`src/lps_pkg.sv`:
```
package lps_pkg;

   localparam int NUM_CHANNELS   = 8;
   localparam int PATTERN_GROUPS = 256;
   localparam int QUEUE_DEPTH    = 2;

   localparam int FUNC_W     = 2;
   localparam int CHAN_IN_W  = 3;
   localparam int GROUP_IN_W = 8;
   localparam int INTERVAL_W = 32;
   localparam int OUT_W      = 8;

   localparam int CHAN_W     = (NUM_CHANNELS > 1) ? $clog2(NUM_CHANNELS) : 1;
   localparam int CHAN_PAD_W = (CHAN_W > CHAN_IN_W) ? CHAN_W : CHAN_IN_W;
   localparam int GROUP_W    = $clog2(PATTERN_GROUPS);
   localparam int SHOWN_CHANNELS = (NUM_CHANNELS < OUT_W) ? NUM_CHANNELS : OUT_W;
   localparam int GROUP_ENTRIES  = 2 ** GROUP_IN_W;

   localparam logic [INTERVAL_W-1:0] STOP_MARK = 32'hFFFF_FFFF;

   localparam logic [FUNC_W-1:0] FUNC_TICK  = 2'd0;
   localparam logic [FUNC_W-1:0] FUNC_START = 2'd1;
   localparam logic [FUNC_W-1:0] FUNC_WRITE = 2'd2;
   localparam logic [FUNC_W-1:0] FUNC_NONE  = 2'd3;

   typedef enum logic [1:0] {
      OP_TICK,
      OP_START,
      OP_WRITE,
      OP_NOP
   } op_type;

   typedef enum logic [2:0] {
      BK_IDLE,
      BK_SCAN,
      BK_STEP,
      BK_LOAD,
      BK_REPLY
   } back_state_type;

   typedef struct packed {
      op_type                  op;
      logic [CHAN_W-1:0]       channel;
      logic [GROUP_W-1:0]      group;
      logic                    level;
      logic [INTERVAL_W-1:0]   interval;
   } item_type;

   typedef struct packed {
      logic     push;
      item_type item;
   } push_type;

   typedef struct packed {
      logic valid;
      logic full;
   } queue_status_type;

   typedef struct packed {
      logic                  level;
      logic [INTERVAL_W-1:0] interval;
   } group_type;

   localparam int GROUP_BITS = $bits(group_type);

   typedef logic [GROUP_W-1:0] wrap_table_type [GROUP_ENTRIES];

   // Maps every possible group field value onto a pattern memory address.
   function automatic wrap_table_type build_wrap_table();
      wrap_table_type t;
      for (int i = 0; i < GROUP_ENTRIES; i++) begin
         t[i] = GROUP_W'(i % PATTERN_GROUPS);
      end
      return t;
   endfunction

   localparam wrap_table_type WRAP_TABLE = build_wrap_table();

   function automatic logic [GROUP_W-1:0] next_group(input logic [GROUP_W-1:0] g);
      logic [GROUP_W-1:0] n;
      if (g == GROUP_W'(PATTERN_GROUPS - 1)) begin
         n = '0;
      end else begin
         n = g + 1'b1;
      end
      return n;
   endfunction

endpackage

```
`src/lps_queue.sv`:
```
module lps_queue (
   input  logic                       clock,
   input  logic                       reset,
   input  lps_pkg::push_type          push,
   input  logic                       pop,
   output lps_pkg::item_type          head,
   output lps_pkg::queue_status_type  q_status
);
   import lps_pkg::*;

   localparam int PTR_W   = (QUEUE_DEPTH > 1) ? $clog2(QUEUE_DEPTH) : 1;
   localparam int COUNT_W = $clog2(QUEUE_DEPTH + 1);

   item_type           entry_ff [QUEUE_DEPTH];
   logic [PTR_W-1:0]   wr_ptr_ff, wr_ptr_in;
   logic [PTR_W-1:0]   rd_ptr_ff, rd_ptr_in;
   logic [COUNT_W-1:0] count_ff, count_in;

   function automatic logic [PTR_W-1:0] bump(input logic [PTR_W-1:0] p);
      logic [PTR_W-1:0] n;
      if (p == PTR_W'(QUEUE_DEPTH - 1)) begin
         n = '0;
      end else begin
         n = p + 1'b1;
      end
      return n;
   endfunction

   assign head           = entry_ff[rd_ptr_ff];
   assign q_status.valid = count_ff != '0;
   assign q_status.full  = count_ff == COUNT_W'(QUEUE_DEPTH);

   always_comb begin
      wr_ptr_in = push.push ? bump(wr_ptr_ff) : wr_ptr_ff;
      rd_ptr_in = pop ? bump(rd_ptr_ff) : rd_ptr_ff;
      count_in  = count_ff;
      if (push.push && !pop) begin
         count_in = count_ff + 1'b1;
      end else if (pop && !push.push) begin
         count_in = count_ff - 1'b1;
      end
   end

   always_ff @(posedge clock) begin
      if (reset) begin
         wr_ptr_ff <= '0;
         rd_ptr_ff <= '0;
         count_ff  <= '0;
      end else begin
         wr_ptr_ff <= wr_ptr_in;
         rd_ptr_ff <= rd_ptr_in;
         count_ff  <= count_in;
      end
   end

   always_ff @(posedge clock) begin
      if (push.push) begin
         entry_ff[wr_ptr_ff] <= push.item;
      end
   end

endmodule

```
`config.mk`:
```
export PLATFORM = sky130hd
export DESIGN_NAME = lps_queue
export DESIGN_NICKNAME = d
export VERILOG_FILES = /design/src/lps_pkg.sv /design/src/lps_queue.sv
export SDC_FILE = /design/constraint.sdc
export NUM_CORES = 1
export LEC_CHECK = 0
export BUFFER_PORTS_ARGS = -buffer_cell sky130_fd_sc_hd__buf_2
export CAP_MARGIN = 20
export CORE_MARGIN = 2
export CORE_UTILIZATION = 51
export DETAILED_ROUTE_END_ITERATION = 7
export PLACE_DENSITY = 0.78
export SYNTH_ARGS = -nofsm -noshare
export SYNTH_HDL_FRONTEND = slang
export SYNTH_SLANG_ARGS = --single-unit
```
`constraint.sdc`:
```
create_clock -name clock -period 4.1 [get_ports clock]
set_input_delay 0.41 -clock clock [delete_from_list [all_inputs] [get_ports clock]]
set_output_delay 0.41 -clock clock [all_outputs]
set_load 0.02 [all_outputs]
```
==> flow_summary.yaml, run 1 <==
final_layout:
  antenna_cells: 0
  layout_commonest_cell: "buf_2"
  final_cell_mix: "97 x buf_2, 92 x edfxtp_1, 46 x mux2_2"
  area_growth_pct: 21.9
  nNetsFinal: 322
  drive_above_1_share_pct: 59.1
synthesis:
  netlist_area_um2: 3540
  synthCells: 165
  synth_area_leaders: "edfxtp_1 78%, mux2_2 15%, dfxtp_1 2.8%"
  synth_area_leader_cell: "edfxtp_1"
  yosysSeqAreaShare_pct: 80.8
  yosysWarningCount: 0
  synth_nets: 216
  synth_top_area_share_pct: 78.0
  yosysUniqueCellTypes: 17
  synth_area_per_cell_um2: 21.5
  ys_ff_latch: 97
timing:
  rsz0062_at_grt: "no"
  setup_slack_ps: 1930
  tns_ps: 0
  fin_crit_ps: 2170
  clock_skew_ps: 5.92
  report.final.hold_viol_count: 0
  setup_violations: 0
  worst_pin_slew_ps: 725
  slew_violations: 0
  fmax_mhz: 462
  hold_slack_ps: 255
  fin_crit_sh_pct: 52.8
  slew_headroom_pct: 51.5
critical_path:
  max_stage_delay_ps: 610
  crit_path_end_kind: "output port"
  required_ps: 3690
  path_cells: "buf_12 -> mux2_2 -> buf_2"
  worstRegToRegCells: 2
  cp-start-kind: "flop"
  crit_type: "reg -> out"
  regToRegStartpoint: "wr_ptr_ff$_SDFFE_PP0P_"
  crit_slowest_cell: "dfxtp_2"
  r2r_end: "entry_ff[0][32]$_DFFE_PP_"
  cp_max_fo: 30
  worst_ep_arrival_time_ps: 1760
  reg2reg_slack_ps: 2370
  crit_family: "flip-flops"
  worst-path-buf-inv: 2
route:
  drt_iter0_markers: 79
  wl_per_cell_um: 16.1
  drt_wl_total_um: 5720
  drcViolationCount: 0
  dr.pass1.iters: 4
  drtAntennaViolNets: 0
  viasPerCell: 5.04
  vias: 1793
die:
  coreArea_um2: 6760
  row_count: 30
  die-area_um2: 7630
  die_y_um: 87.4
  start_util_pct: 52.4
  die_w_um: 87.4
  io_pins: 98
pwr:
  finalPower_w: 0.00203
  power.density_nw_per_um2: 470
  peakVddDrop_uv: 259
  leakage_nw: 1.63
global_route:
  grt_pass1_vias: 1772
  grt_usage_pct: 15.1
  grt_first_pass_wirelength_um: 8430
  grt_max_degree: 47
  overflow: 0
  antenna_found_initial: 0
placed_design:
  gp_congestion: 0.673
  preCtsSetupSlack_ps: 2000
  port_buffers: 97
  dpl.hpwl_um: 3830
worst_hold_path:
  min_to: "entry_ff[1][25]$_DFFE_PP_"
  hp-start: "push[25]"
  hold_depth: 1
  min_path_type: "in -> reg"
cts:
  cts_tree: "done"
  ctsResizeCount: 0
  numCtsBuffers: 9
  cts_setup_buffers: 0
  path_clk_slew_ps: 90
  clk_path_buf_depth: 2
  postCtsHoldBufs: 0
  cts.sinks: 97
  htreeDepth: 3
  clk-insertion-delay-late_ps: 340
  cts_root_buf: "clkbuf_8"
outcome:
  status: "finished, final reports clean"
job:
  drv_cap: 0
## metal layers
layer	vias up	global-route usage, %	routed length (um)
met1	863	18.8	2440
met5	-	0	0
li1	853	-	-
met2	69	24.7	2800
met3	8	5.02	415
met4	0	5.45	61
## state kept, by name (all words and copies together) (netlist names), named ones only
name,cells
entry_ff,92
count_ff,2
rd_ptr_ff,1
wr_ptr_ff,1
## synth_stat cells
library cell	count
a21oi_1	1
and2_1	1
and2b_2	1
buf_4	1
buf_6	4
dfxtp_1	5
edfxtp_1	92
ha_1	1
inv_1	1
mux2_2	46
nor2_1	4
nor2b_1	1
o21ai_0	1
or2_2	1
or3_1	1
xnor2_1	2
xor2_1	2
## cell type report
type,instances,area (um^2)
clock inverter,6,57.6
inverter,1,3.75
tap,80,100
sequential,97,2860
multi-input combinational,62,633
timing repair buffer,100,533
fill,501,2440
clock buffer,10,128
## through the flow
stage	utilization (%)	cells	cell area [um^2]
global placement	60.6	338	4090
finish	63.9	356	4320
floorplan	-	165	3540
CTS	63.3	354	4280
global route	63.9	356	4320
detailed placement	60.6	338	4090
## how the worst max path moves through the flow
stage,startpoint,end,slack (ps),cells past startpoint
3_5_place_dp,flop,head[25],2000,2
2_1_floorplan,push[46],entry_ff[0][0]$_DFFE_PP_,1190,1
3_3_place_gp,flop,head[25],1990,2
6_report,flop,head[25],1930,3
5_1_grt,flop,head[44],1840,3
4_1_cts,flop,head[25],1610,2
## logic make-up after synthesis
logic type	Yosys count	synth area share, %
AND/OR/NAND/NOR	9	1.38
buffers and inverters	6	1.59
flip-flops	97	80.8
adder cells (fa/ha/maj)	1	0.353
multiplexers	46	14.6
AO/OA/AOI/OAI	2	0.282
XOR/XNOR	4	0.989
## where the power goes
group	switching (W)	internal, W
Sequential	0.0000225	0.00115
Combinational	0.000159	0.000118
Clock	0.000298	0.000279
Total	0.000480	0.00155
Note: power is estimated with default switching activity, not from simulation.
==> inputs of run 2 (changes only) <==
CORE_UTILIZATION = 46   (was 51)
PLACE_DENSITY = 0.74   (was 0.78)
clock period = 1.7 ns   (was 4.1 ns; I/O delays follow)
==> flow_summary.yaml, run 2 (same netlist as run 1, synthesis figures left out) <==
global_route:
  antenna_found_initial: 0
  grt_usage_pct: 14.3
  overflow: 0
  grt_pass1_vias: 2037
  grt_max_degree: 33
  grt_first_pass_wirelength_um: 9230
pwr:
  power.density_nw_per_um2: 1040
  peakVddDrop_uv: 550
  p_int_w: 0.00366
  finalPower_w: 0.00486
  clkPwrFrac_pct: 26.4
  pwr-share-seq_pct: 58.0
  leakage_nw: 1.78
  power_switching_w: 0.00120
  swShare_pct: 24.8
  combPwrFrac_pct: 15.6
route:
  viasPerCell: 4.69
  drt_iter0_markers: 85
  wl_per_cell_um: 14.8
  drcViolationCount: 0
  drt_wl_total_um: 6100
  drtAntennaViolNets: 0
  dr.pass1.iters: 4
  vias: 1939
final_layout:
  fin_util_pct: 61.7
  nNetsFinal: 357
  largest_reg_flops: 92
  largest-register: "entry_ff"
  fin_area_um2: 4690
  top_regs: "entry_ff x92, count_ff x2"
  antenna_cells: 0
  final_cell_mix: "97 x buf_2, 92 x edfxtp_1, 46 x mux2_2"
  layout_commonest_cell: "buf_2"
  drive_above_1_share_pct: 54.0
  fill_cells: 612
  area_growth_pct: 32.4
critical_path:
  worst_ep_arrival_time_ps: 1450
  cp-start-kind: "flop"
  crit_type: "reg -> out"
  required_ps: 1530
  crit_family: "buffers and inverters"
  cp_max_fo: 19
  crit_path_end_kind: "output port"
  crit_slowest_cell: "dfxtp_2"
  path_cells: "buf_6 -> mux2_2 -> buf_2"
  worst-path-buf-inv: 2
  max_stage_delay_ps: 370
cts:
  htreeDepth: 3
  clk-insertion-delay-late_ps: 350
  numCtsBuffers: 9
  cts_tree: "done"
  clk_path_buf_depth: 2
  cts_root_buf: "clkbuf_8"
  cts.sinks: 97
  path_clk_slew_ps: 90
die:
  io_pins: 98
  coreArea_um2: 7610
  die_y_um: 91.8
  die-area_um2: 8420
  start_util_pct: 46.6
  die_w_um: 91.8
  row_count: 32
timing:
  tns_ps: 0
  fin_crit_sh_pct: 95.6
  clock_skew_ps: 11.8
  fmax_mhz: 615
  fin_crit_ps: 1620
  hold_slack_ps: 19.5
  slew_headroom_pct: 85.3
  rsz0062_at_grt: "no"
  report.final.hold_viol_count: 0
  slew_violations: 0
  worst_pin_slew_ps: 221
  setup_violations: 0
placed_design:
  port_buffers: 97
  gp_congestion: 0.678
  dpl.hpwl_um: 3640
  postPlaceCellArea_um2: 4200
job:
  drv_cap: 0
worst_hold_path:
  min_path_type: "in -> reg"
outcome:
  status: "finished, final reports clean"
[run 2: power by group through the flow]
| stage | sequential, W | combinational (W) | clock (W) |
|---|---|---|---|
| after floorplan | 0.00286 | 0.000457 | 0 |
| after global placement | 0.00287 | 0.000696 | 0 |
| after detailed placement | 0.00287 | 0.000704 | 0 |
| after CTS | 0.00282 | 0.000745 | 0.00132 |
| after global routing | 0.00283 | 0.000814 | 0.00140 |
| final | 0.00282 | 0.000758 | 0.00128 |
[run 2: cell type report]
type / instances / area, um^2 / share of cell area, %
Sequential cell: 97 / 2860 / 61.1
Timing Repair Buffer: 135 / 892 / 19.0
Tap cell: 102 / 128 / 2.72
Clock buffer: 9 / 124 / 2.64
Multi-Input combinational cell: 62 / 633 / 13.5
Clock inverter: 7 / 46.3 / 0.987
Inverter: 1 / 3.75 / 0.0800
[run 2: path summary, 6_finish.rpt]
kind | start | to | slack [ps] | cells after the start
hold reg to reg | count_ff[1]$_SDFFE_PP0P_ | count_ff[1]$_SDFFE_PP0P_ | 510 | 2
setup reg to reg | wr_ptr_ff$_SDFFE_PP0P_ | entry_ff[1][25]$_DFFE_PP_ | 550 | 2
setup / recovery | flop | head[8] | 80 | 3
hold / removal | push[16] | entry_ff[1][16]$_DFFE_PP_ | 20 | 1
[run 2: metrics by stage]
stage          setup slack [ps]  instances
4_1_cts                    37.0        401
5_1_grt                    1.02        413
6_report                   75.2        413
3_5_place_dp                371        365
3_3_place_gp                374        365
2_1_floorplan               250        165
[run 2: worst register-to-register path: stages (launching register included)]
cell     delay, ps
dfxtp_1        400
and2_2         210
buf_4          240
[run 2: layer usage]
metal	vias to the layer above	wire, um	track usage [%]
met4	0	45	4.23
met1	950	2410	16.4
li1	922	-	-
met5	-	0	0
met2	62	3320	25.6
met3	5	328	4.52
[run 2: timing repair]
action	4_1_cts	5_1_grt
hold buffers	20	12
gates resized for setup	1	0
setup endpoints to repair	11	0
setup buffers	0	0
endpoints found under the hold margin	37	19
==> inputs of run 3 (changes only) <==
HOLD_SLACK_MARGIN = 0.15   (was not set)
==> flow_summary.yaml, run 3 (same netlist as run 1, synthesis figures left out) <==
outcome:
  status: "finished, final reports clean"
pwr:
  leakage_nw: 1.85
  peakVddDrop_uv: 560
  finalPower_w: 0.00489
  power.density_nw_per_um2: 1000
route:
  viasPerCell: 4.65
  drtAntennaViolNets: 0
  drt_iter0_markers: 87
  drt_wl_total_um: 6320
  vias: 2000
  wl_per_cell_um: 14.7
  drcViolationCount: 0
  dr.pass1.iters: 3
cts:
  cts.sinks: 97
  clk-insertion-delay-late_ps: 340
  htreeDepth: 3
  path_clk_slew_ps: 90
  cts_root_buf: "clkbuf_8"
  clk_path_buf_depth: 2
  cts_tree: "done"
  cts_setup_buffers: 0
  numCtsBuffers: 9
global_route:
  grt_max_degree: 33
  antenna_found_initial: 0
  grt_usage_pct: 15.4
  grt_pass1_vias: 2199
  overflow: 0
  grt_first_pass_wirelength_um: 10000
timing:
  rsz0062_at_grt: "no"
  fin_crit_sh_pct: 95.0
  slew_headroom_pct: 85.8
  fin_crit_ps: 1620
  tns_ps: 0
  worst_pin_slew_ps: 213
  slew_violations: 0
  setup_violations: 0
  report.final.hold_viol_count: 0
  fmax_mhz: 619
  clock_skew_ps: 8.31
final_layout:
  largest_reg_flops: 92
  area_growth_pct: 37.3
  fin_area_um2: 4860
  nNetsFinal: 374
  fin_util_pct: 63.9
  top_regs: "entry_ff x92, count_ff x2"
  antenna_cells: 0
  final_cell_mix: "97 x buf_2, 92 x edfxtp_1, 49 x dlygate4sd3_1"
  largest-register: "entry_ff"
  fill_cells: 596
  layout_commonest_cell: "buf_2"
  drive_above_1_share_pct: 51.2
job:
  drv_cap: 0
die:
  io_pins: 98
  start_util_pct: 46.6
  coreArea_um2: 7610
  die_w_um: 91.8
  die-area_um2: 8420
  row_count: 32
  die_y_um: 91.8
worst_hold_path:
  min_path_type: "reg -> reg"
placed_design:
  gp_congestion: 0.678
  postPlaceCellArea_um2: 4200
  dpl.hpwl_um: 3640
  port_buffers: 97
critical_path:
  worstRegToRegCells: 2
  r2r_end: "entry_ff[1][2]$_DFFE_PP_"
  cp_max_fo: 27
  crit_type: "reg -> out"
  worstSetupEndpoint: "head[4]"
  reg2reg_slack_ps: 550
  regToRegStartpoint: "wr_ptr_ff$_SDFFE_PP0P_"
  required_ps: 1530
  cp-start-kind: "flop"
  crit_path_end_kind: "output port"
  worst_ep_arrival_time_ps: 1450
-- run 3: layer usage --
metal | track usage [%] | up-vias | share of wire, %
met5 | 0 | - | 0
met4 | 4.23 | 0 | 0.62
met3 | 4.52 | 4 | 4.6
met2 | 28.5 | 59 | 55
met1 | 17.3 | 982 | 40
li1 | - | 955 | -
-- run 3: through the flow --
step / setup WS [ps] / hold slack, ps / std cells
detailed placement: 371 / 362 / 365
CTS: 37.0 / 510 / 430
finish: 84.8 / 514 / 430
floorplan: 250 / 239 / 165
global placement: 374 / 358 / 365
global route: 10.4 / 529 / 430
-- run 3: how the worst min path moves through the flow --
stage | slack (ps) | cells after the start | start | end
after detailed placement | 360 | 1 | push[45] | entry_ff[1][45]$_DFFE_PP_
after floorplan | 240 | 1 | reset | count_ff[1]$_SDFFE_PP0P_
final | 510 | 2 | count_ff[1]$_SDFFE_PP0P_ | count_ff[1]$_SDFFE_PP0P_
after global routing | 530 | 2 | push[22] | entry_ff[1][22]$_DFFE_PP_
after global placement | 360 | 1 | push[3] | entry_ff[1][3]$_DFFE_PP_
after CTS | 510 | 2 | count_ff[1]$_SDFFE_PP0P_ | count_ff[1]$_SDFFE_PP0P_
-- run 3: critical path, cell delays in order (launching register included) --
cell and delay [ps]:
dfxtp_2 380, buf_12 190, mux2_2 360, buf_2 160
-- run 3: layout make-up --
| cell class | instances | area (um^2) | area share, % |
|---|---|---|---|
| multi-input combinational | 62 | 633 | 13.0 |
| clock buffer | 9 | 124 | 2.55 |
| inverter | 1 | 3.75 | 0.0772 |
| timing repair buffer | 152 | 1070 | 21.9 |
| sequential | 97 | 2860 | 58.9 |
| clock inverter | 7 | 46.3 | 0.952 |
| tap | 102 | 128 | 2.62 |
-- run 3: timing repair --
action	CTS	global route
pin swaps	0	0
setup endpoints to repair	11	1
hold endpoints to repair	97	0
resized for setup	1	1
hold buffers	49	0
cloned	0	0
-- run 3: where the power goes --
group          switching (W)  total, W  internal [W]
clock network       0.000743   0.00127      0.000529
logic               0.000415  0.000791      0.000375
registers          0.0000435   0.00282       0.00278
